## config.mk

```make
export PLATFORM = sky130hd
export DESIGN_NAME = ir_pulse_width_capture_top
export DESIGN_NICKNAME = d
export VERILOG_FILES = /design/src/sv/irpw_pkg.sv /design/src/sv/irpw_ram.sv /design/src/sv/irpw_cfg.sv /design/src/sv/ir_pulse_width_capture_top.sv
export SDC_FILE = /design/constraint.sdc
export NUM_CORES = 2
export LEC_CHECK = 0
export BUFFER_PORTS_ARGS = -buffer_cell sky130_fd_sc_hd__buf_2
export CAP_MARGIN = 10
export CORE_MARGIN = 3
export CORE_UTILIZATION = 40
export DETAILED_ROUTE_END_ITERATION = 6
export GPL_TIMING_DRIVEN = 0
export PLACE_DENSITY = 0.5
export SYNTH_ARGS = -nofsm -noshare
export SYNTH_HDL_FRONTEND = slang
export SYNTH_SLANG_ARGS = --single-unit
```

## constraint.sdc

```tcl
create_clock -name clk -period 33.6 [get_ports clk]
set_input_delay 3.36 -clock clk [delete_from_list [all_inputs] [get_ports clk]]
set_output_delay 3.36 -clock clk [all_outputs]
set_load 0.05 [all_outputs]
```

## src/sv/irpw_pkg.sv

```systemverilog
// irpw_pkg: shared types and constants for the IR pulse-width capture block.
// No dependencies; imported by irpw_cfg and ir_pulse_width_capture_top.
`timescale 1ns / 1ps

package irpw_pkg;

    localparam int MAX_PULSES = 256;
    localparam int ADDR_W     = $clog2(MAX_PULSES);
    localparam int FILL_W     = ADDR_W + 1;
    localparam int DUR_W      = 16;
    localparam int CFG_IDX_W  = 2;

    localparam logic [DUR_W-1:0] EMPTY_ENTRY = 16'hFFFF;

    // Input operation codes
    localparam logic [1:0] OP_START = 2'd0;
    localparam logic [1:0] OP_TICK  = 2'd1;
    localparam logic [1:0] OP_READ  = 2'd2;

    // Result kinds
    localparam logic KIND_REPORT = 1'b0;
    localparam logic KIND_READ   = 1'b1;

    // Configuration register indexes
    localparam logic [CFG_IDX_W-1:0] REG_PERIOD_TICKS  = 2'd0;
    localparam logic [CFG_IDX_W-1:0] REG_IDLE_PERIODS  = 2'd1;
    localparam logic [CFG_IDX_W-1:0] REG_END_GAP_TICKS = 2'd2;
    localparam logic [CFG_IDX_W-1:0] REG_MIN_PULSES    = 2'd3;

    typedef enum logic [1:0] {
        ST_OK      = 2'd0,
        ST_TIMEOUT = 2'd1,
        ST_ERROR   = 2'd2
    } status_t;

    typedef enum logic [1:0] {
        MODE_OFF     = 2'd0,
        MODE_WAIT    = 2'd1,
        MODE_CAPTURE = 2'd2
    } mode_t;

    typedef struct packed {
        logic [1:0] op;
        logic       receiver_level;
        logic [3:0] channel;
        logic [7:0] read_index;
    } irpw_in_t;

    typedef struct packed {
        logic        kind;
        logic [1:0]  status;
        logic [7:0]  pulse_count;
        logic [15:0] read_value;
    } irpw_out_t;

    typedef struct packed {
        logic [15:0] period_ticks;
        logic [7:0]  idle_periods;
        logic [15:0] end_gap_ticks;
        logic [7:0]  min_pulses;
    } irpw_cfg_t;

endpackage

```

## src/sv/irpw_ram.sv

```systemverilog
// irpw_ram: generic simple dual-port RAM, one write and one registered read.
// No dependencies.
`timescale 1ns / 1ps

module irpw_ram #(
    parameter int WIDTH = 16,
    parameter int DEPTH = 256
) (
    input  logic                     clk,
    input  logic                     we,
    input  logic [$clog2(DEPTH)-1:0] waddr,
    input  logic [WIDTH-1:0]         wdata,
    input  logic                     re,
    input  logic [$clog2(DEPTH)-1:0] raddr,
    output logic [WIDTH-1:0]         rdata
);

    logic [WIDTH-1:0] mem [DEPTH];

    always_ff @(posedge clk)
    begin
        if (we)
        begin
            mem[waddr] <= wdata;
        end
        if (re)
        begin
            rdata <= mem[raddr];
        end
    end

endmodule

```

## src/sv/irpw_cfg.sv

```systemverilog
// irpw_cfg: configuration register file for the IR pulse-width capture block.
// Depends on irpw_pkg.
`timescale 1ns / 1ps

module irpw_cfg
    import irpw_pkg::*;
(
    input  logic                 clk,
    input  logic                 rst_n,
    input  logic                 cfg_valid,
    output logic                 cfg_ready,
    input  logic [CFG_IDX_W-1:0] cfg_index,
    input  logic [15:0]          cfg_data,
    output irpw_cfg_t            cfg
);

    irpw_cfg_t cfg_reg;
    irpw_cfg_t cfg_next;

    assign cfg_ready = 1'b1;
    assign cfg       = cfg_reg;

    always_comb
    begin
        cfg_next = cfg_reg;
        if (cfg_valid)
        begin
            unique case (cfg_index)
                REG_PERIOD_TICKS:  cfg_next.period_ticks  = cfg_data;
                REG_IDLE_PERIODS:  cfg_next.idle_periods  = cfg_data[7:0];
                REG_END_GAP_TICKS: cfg_next.end_gap_ticks = cfg_data;
                REG_MIN_PULSES:    cfg_next.min_pulses    = cfg_data[7:0];
            endcase
        end
    end

    always_ff @(posedge clk or negedge rst_n)
    begin
        if (!rst_n)
        begin
            cfg_reg.period_ticks  <= 16'd12500;
            cfg_reg.idle_periods  <= 8'd200;
            cfg_reg.end_gap_ticks <= 16'd30000;
            cfg_reg.min_pulses    <= 8'd10;
        end
        else
        begin
            cfg_reg <= cfg_next;
        end
    end

endmodule

```

## src/sv/ir_pulse_width_capture_top.sv

```systemverilog
// ir_pulse_width_capture_top: IR remote burst learner, top level.
// Depends on irpw_pkg, irpw_cfg and irpw_ram.
// Path: an accepted input word goes to the item register and then to the result
// register; while the result register is stalled, the word waits in the item register.
// Throughput: one input word per cycle while the result register is not stalled; the
// single pass over the item register (state update plus one duration RAM access) sets that figure.
// Reset: asynchronous, active low; clears mode, counters and valid flags.
// The duration RAM itself is not cleared; a fill mark covers it.
`timescale 1ns / 1ps

module ir_pulse_width_capture_top
    import irpw_pkg::*;
(
    input  logic                 clk,
    input  logic                 rst_n,
    // input word channel
    input  logic                 in_valid,
    output logic                 in_stall,
    input  irpw_in_t             in_data,
    // result word channel
    output logic                 out_valid,
    input  logic                 out_stall,
    output irpw_out_t            out_data,
    // configuration writes
    input  logic                 cfg_valid,
    output logic                 cfg_ready,
    input  logic [CFG_IDX_W-1:0] cfg_index,
    input  logic [15:0]          cfg_data
);

    irpw_cfg_t cfg;

    irpw_cfg u_cfg (
        .clk       (clk),
        .rst_n     (rst_n),
        .cfg_valid (cfg_valid),
        .cfg_ready (cfg_ready),
        .cfg_index (cfg_index),
        .cfg_data  (cfg_data),
        .cfg       (cfg)
    );

    // ------------------------------------------------------------------
    // Flow control: item register feeds the result register. The item
    // register empties whenever the result register is free or drained.
    // ------------------------------------------------------------------
    logic      item_valid_reg;
    irpw_in_t  item_reg;
    logic      out_valid_reg;
    irpw_out_t out_data_reg;

    logic advance;
    logic in_accept;
    logic step_en;

    assign advance   = !out_valid_reg || !out_stall;
    assign in_stall  = item_valid_reg && !advance;
    assign in_accept = in_valid && !in_stall;
    assign step_en   = item_valid_reg && advance;

    assign out_valid = out_valid_reg;
    assign out_data  = out_data_reg;

    // ------------------------------------------------------------------
    // Learner state
    // ------------------------------------------------------------------
    mode_t             mode_reg,          mode_next;
    logic              line_high_reg,     line_high_next;
    logic [ADDR_W-1:0] pulse_index_reg,   pulse_index_next;
    logic [DUR_W-1:0]  cur_dur_reg,       cur_dur_next;
    logic [15:0]       wait_ticks_reg,    wait_ticks_next;
    logic [7:0]        wait_periods_reg,  wait_periods_next;
    logic [3:0]        saved_channel_reg, saved_channel_next;
    // Entries [0, fill) were written since the last clear; others read empty.
    logic [FILL_W-1:0] fill_reg,          fill_next;

    // Duration RAM. Read is launched at accept so data lines up with the
    // item register; a write in that same edge to the same entry is caught
    // by the bypass register.
    logic              ram_we;
    logic [ADDR_W-1:0] ram_waddr;
    logic [DUR_W-1:0]  ram_wdata;
    logic [DUR_W-1:0]  ram_rdata;
    logic              bypass_hit_reg;
    logic [DUR_W-1:0]  bypass_data_reg;

    irpw_ram #(
        .WIDTH (DUR_W),
        .DEPTH (MAX_PULSES)
    ) u_ram (
        .clk   (clk),
        .we    (ram_we),
        .waddr (ram_waddr),
        .wdata (ram_wdata),
        .re    (in_accept),
        .raddr (ADDR_W'(in_data.read_index)),
        .rdata (ram_rdata)
    );

    // ------------------------------------------------------------------
    // Next-state logic for one item
    // ------------------------------------------------------------------
    logic              rep;          // capture report produced
    status_t           rep_status;
    logic [ADDR_W-1:0] rep_count;
    logic              chk_en;       // store current duration and test gap
    logic [ADDR_W-1:0] chk_idx;
    logic [DUR_W-1:0]  chk_dur;
    logic [15:0]       wt_inc;
    logic [8:0]        wp_inc;
    logic [ADDR_W-1:0] pi_inc;
    logic              lvl_change;

    always_comb
    begin
        mode_next          = mode_reg;
        line_high_next     = line_high_reg;
        pulse_index_next   = pulse_index_reg;
        cur_dur_next       = cur_dur_reg;
        wait_ticks_next    = wait_ticks_reg;
        wait_periods_next  = wait_periods_reg;
        saved_channel_next = saved_channel_reg;
        fill_next          = fill_reg;
        rep                = 1'b0;
        rep_status         = ST_OK;
        rep_count          = '0;
        chk_en             = 1'b0;
        chk_idx            = pulse_index_reg;
        chk_dur            = cur_dur_reg;
        ram_we             = 1'b0;
        ram_waddr          = pulse_index_reg;
        ram_wdata          = cur_dur_reg;
        wt_inc             = wait_ticks_reg + 16'd1;
        wp_inc             = {1'b0, wait_periods_reg} + 9'd1;
        lvl_change         = item_reg.receiver_level != line_high_reg;
        pi_inc             = lvl_change ? pulse_index_reg + ADDR_W'(1) : pulse_index_reg;

        if (item_reg.op == OP_START)
        begin
            saved_channel_next = item_reg.channel;
            mode_next          = MODE_WAIT;
            line_high_next     = 1'b0;
            pulse_index_next   = '0;
            cur_dur_next       = '0;
            wait_ticks_next    = '0;
            wait_periods_next  = '0;
            fill_next          = '0;
        end
        else if (item_reg.op == OP_TICK && mode_reg == MODE_WAIT)
        begin
            wait_ticks_next = wt_inc;
            if (wt_inc >= cfg.period_ticks)
            begin
                wait_ticks_next   = '0;
                wait_periods_next = wp_inc[7:0];
            end
            if (wt_inc >= cfg.period_ticks && wp_inc > {1'b0, cfg.idle_periods})
            begin
                rep        = 1'b1;
                rep_status = ST_TIMEOUT;
            end
            else if (!item_reg.receiver_level)
            begin
                // first carrier sample: entry 0 starts at zero
                mode_next        = MODE_CAPTURE;
                line_high_next   = 1'b0;
                pulse_index_next = '0;
                cur_dur_next     = '0;
                chk_en           = 1'b1;
                chk_idx          = '0;
                chk_dur          = '0;
            end
        end
        else if (item_reg.op == OP_TICK && mode_reg == MODE_CAPTURE)
        begin
            line_high_next = item_reg.receiver_level;
            if (int'(pi_inc) >= MAX_PULSES - 1)
            begin
                // pulse overflow: whole store reads empty again
                fill_next        = '0;
                pulse_index_next = '0;
                cur_dur_next     = '0;
                rep              = 1'b1;
                rep_status       = ST_ERROR;
            end
            else
            begin
                pulse_index_next = pi_inc;
                chk_dur          = lvl_change ? '0 : cur_dur_reg;
                if (chk_dur != EMPTY_ENTRY)
                begin
                    chk_dur = chk_dur + DUR_W'(1);
                end
                cur_dur_next = chk_dur;
                chk_en       = 1'b1;
                chk_idx      = pi_inc;
            end
        end

        if (chk_en)
        begin
            ram_we    = step_en;
            ram_waddr = chk_idx;
            ram_wdata = chk_dur;
            fill_next = FILL_W'(chk_idx) + FILL_W'(1);
            if (chk_dur >= cfg.end_gap_ticks)
            begin
                rep       = 1'b1;
                rep_count = chk_idx;
                if (int'(chk_idx) > int'(cfg.min_pulses))
                begin
                    ram_wdata  = DUR_W'(saved_channel_reg);
                    rep_status = ST_OK;
                end
                else
                begin
                    ram_wdata  = EMPTY_ENTRY;
                    rep_status = ST_ERROR;
                end
            end
        end

        if (rep)
        begin
            mode_next = MODE_OFF;
        end
    end

    // ------------------------------------------------------------------
    // Result word assembly
    // ------------------------------------------------------------------
    logic              res_valid;
    irpw_out_t         res_data;
    logic [DUR_W-1:0]  rd_word;

    always_comb
    begin
        rd_word   = bypass_hit_reg ? bypass_data_reg : ram_rdata;
        res_valid = 1'b0;
        res_data  = '0;
        if (item_reg.op == OP_READ)
        begin
            res_valid       = 1'b1;
            res_data.kind   = KIND_READ;
            res_data.status = ST_OK;
            if (int'(item_reg.read_index) < MAX_PULSES
                && FILL_W'(item_reg.read_index) < fill_reg)
            begin
                res_data.read_value = rd_word;
            end
            else
            begin
                res_data.read_value = EMPTY_ENTRY;
            end
        end
        else if (rep)
        begin
            res_valid            = 1'b1;
            res_data.kind        = KIND_REPORT;
            res_data.status      = rep_status;
            res_data.pulse_count = 8'(rep_count);
        end
    end

    // ------------------------------------------------------------------
    // Registers
    // ------------------------------------------------------------------
    always_ff @(posedge clk or negedge rst_n)
    begin
        if (!rst_n)
        begin
            item_valid_reg    <= 1'b0;
            out_valid_reg     <= 1'b0;
            bypass_hit_reg    <= 1'b0;
            mode_reg          <= MODE_OFF;
            line_high_reg     <= 1'b0;
            pulse_index_reg   <= '0;
            cur_dur_reg       <= '0;
            wait_ticks_reg    <= '0;
            wait_periods_reg  <= '0;
            saved_channel_reg <= '0;
            fill_reg          <= '0;
        end
        else
        begin
            if (in_accept)
            begin
                item_valid_reg <= 1'b1;
                bypass_hit_reg <= ram_we && (ram_waddr == ADDR_W'(in_data.read_index));
            end
            else if (step_en)
            begin
                item_valid_reg <= 1'b0;
            end

            if (step_en)
            begin
                out_valid_reg     <= res_valid;
                mode_reg          <= mode_next;
                line_high_reg     <= line_high_next;
                pulse_index_reg   <= pulse_index_next;
                cur_dur_reg       <= cur_dur_next;
                wait_ticks_reg    <= wait_ticks_next;
                wait_periods_reg  <= wait_periods_next;
                saved_channel_reg <= saved_channel_next;
                fill_reg          <= fill_next;
            end
            else if (!out_stall)
            begin
                out_valid_reg <= 1'b0;
            end
        end
    end

    always_ff @(posedge clk)
    begin
        if (in_accept)
        begin
            item_reg        <= in_data;
            bypass_data_reg <= ram_wdata;
        end
        if (step_en)
        begin
            out_data_reg <= res_data;
        end
    end

endmodule
```

==> results_dict.tcl <==
set metrics [dict create \
    grt_use_total_pct 23.3 \
    synth_seq_cells 4285 \
    postCtsSetupRepairBufs 0 \
    die_h_um 652 \
    slew_headroom_pct 2.90 \
    finalNonFillerCells 14054 \
    drtIter0Drc 9911 \
    grt_pass1_wl_um 685000 \
    io_pins 68 \
    finalMaxSlewViolations 0 \
    start_kind "flop" \
    regArea_um2 128000 \
    min_period_ns 9.08 \
    peakVddDrop_mv 0.0485 \
    power_frac_seq_pct 50.8 \
    hold_buffers 0 \
    syn2layout_area_growth_pct 18.6 \
    async_flop_share_pct 2.68 \
    crit_buf_inv 8 \
    drive_gt1_share_pct 34.2 \
    path_class "flop to flop" \
    synth_top_cell_by_area "edfxtp_1" \
    netlist_instances 7197 \
    power_frac_comb_pct 7.0 \
    wire_per_inst_um 35.5 \
    rsz0062_at_grt "no" \
    maxCapViolations 0 \
    via_per_inst 5.83 \
    intPower_uw 9020 \
    max_stage_delay_ns 0.74 \
    start_util_pct 40.3 \
    worstPathMaxFanout 27 \
    clk_latency_ns 1.00 \
    ys_warn_count 0 \
    worstMarginPinSlew_ns 1.45 \
    cts.sinks 4285 \
    ys_types 70 \
    finalWirelength_um 498000 \
    p_sw_uw 2640 \
    worstPathRequired_ns 34.44 \
    synthTopCellsByArea "edfxtp_1 75%, mux4_2 18%, dfrtp_1 1.5%" \
    vias 81892 \
    die_w_um 652 \
    antenna_found_initial 52 \
    power_switching_share_pct 22.6 \
    synth_top_area_share_pct 75.0 \
    violations "design-rule violations" \
    hold_path_class "flop to flop" \
    seq_area_frac_synth_pct 76.8 \
    nets 8291 \
    syn_area_um2 167000 \
    tns_ns 0 \
    fmaxAchievable_mhz 110 \
    pre_cts_ws_ns 24.09 \
    dp.cells 13197 \
    nFillCells 33568 \
    cts_tree "done" \
    crit_family "compound AO/OA/AOI/OAI gates" \
    cts_buffer_depth 4 \
    pwr_density_cell_nw_per_um2 58.9 \
    drc_errors 8 \
    grt_pass1_vias 82246 \
    coreArea_um2 414000 \
    critPathSlowestCell "a21oi_4" \
    outcome "finished with violations" \
    final_common_cell "edfxtp_1" \
    leakage_uw 0.0619 \
    synth_flop_cell "edfxtp_1" \
    rows 236 \
    finalPower_uw 11700 \
    htreeDepth 5 \
    grt_start_max_net_pins 96 \
    fin_ws_ns 24.52 \
    hpwl_um 355000 \
    fp.dieArea_um2 425000 \
    most-common-layout-cells "4170 x edfxtp_1, 1360 x mux4_2, 458 x clkbuf_16" \
    hold_viol 0 \
    largest_register_ffs 4096 \
    synth_edf_count 4170 \
    antenna_left 0 \
    routabilityCongestion 0.861 \
    cp-end-kind "flop" \
    multi_input_area_um2 37800 \
    clockPowerShare_pct 42.2 \
    grt-ovfl-total 0 \
    cts.repair.resized 0 \
    syn_area_per_cell_um2 23.2 \
    cts.clk_slew.worst_paths_ns 0.06 \
    portBuffers 66 \
    setup_viol 0 \
    cts_root_buf "clkbuf_16" \
    drt_pass1_iterations 7 \
    finalCritPeriodShare_pct 27.0 \
    finalClockSkew_ns 0.0618 \
    critPathArrivalTime_ns 9.92 \
    numCtsBuffers 454 \
]
-- worst register-to-register path, delay by kind of cell, from the launching register on --
kind / cells / cell delay, ns
xor gates and xnor gates: 1 / 0.25
adders and majority gates: 3 / 0.87
AOI/OAI and AO/OA: 11 / 3.22
and+or+nand+nor: 9 / 1.60
buffers and inverters: 8 / 2.52
DFF: 1 / 0.45
-- through the flow --
stage               instance area (um^2)  hold slack, ns  utilization, %
floorplan                         167000           0.451               -
global placement                  174000           0.484            42.0
detailed placement                183000           0.489            44.2
CTS                               198000           0.503            47.7
global route                      198000           0.521            47.8
finish                            198000           0.496            47.8
-- Yosys cell counts, drive strengths merged, types with 12 or more instances --
cell and count:
edfxtp 4170, mux4 1360, nor2 322, clkbuf 242, nand2 181, buf 152
o21ai 104, dfrtp 97, inv 69, ha 60, a21oi 52, nand3 42
mux2 38, a31oi 29, xnor2 22, and3 21, a21o 19, xor2 19
dfstp 18, mux2i 18, nor3 17, nand4 12
-- final cells by class --
cell class | instances | share of cell area (%)
Antenna cell | 12 | 0.0152
Clock buffer | 570 | 5.99
Timing Repair Buffer | 525 | 4.43
Inverter | 69 | 0.131
Buffer | 394 | 0.813
Tap cell | 5474 | 3.46
Multi-Input combinational cell | 2464 | 19.1
Sequential cell | 4285 | 64.7
Clock inverter | 261 | 1.34
-- power groups by stage --
stage	combinational (uW)	sequential, uW	clock, uW
after floorplan	374	6090	0
after global placement	725	6150	0
after detailed placement	820	6040	0
after CTS	822	5930	5020
after global routing	851	5930	5230
final	818	5930	4920
-- metal layers --
layer	part of all wire, %	global-route usage [%]
met4	3.6	7.21
met5	0.014	0
met1	41	32.7
met2	48	37.3
met3	7.4	4.38
-- path summary, 6_finish.rpt --
path,start,endpoint,slack (ns),cells after the start
min in group asynchronous,rst_n,u_cfg.cfg[7],2.20,1
max reg2reg,wait_ticks_reg[0],u_ram.mem[154][6],24.52,32
max in group asynchronous,rst_n,pulse_index_reg[5],30.60,2
min reg2reg,item_reg[8],saved_channel_reg[0],0.50,1
max,wait_ticks_reg[0],u_ram.mem[154][6],24.52,32
min,item_reg[8],saved_channel_reg[0],0.50,1
-- kinds of logic (layout without fill, tap and decap cells) --
logic type	count (synthesis)	count (layout)	synth area share (%)
compound gates	279	279	1.04
xor+xnor	41	41	0.224
fa+ha+maj	60	60	0.450
buf+inv	463	1819	1.09
flops	4285	4285	76.8
mux	1416	1416	18.7
other cells	2	29	0.00450
simple gates	651	651	1.69
Power figures use the tool's default switching activity.
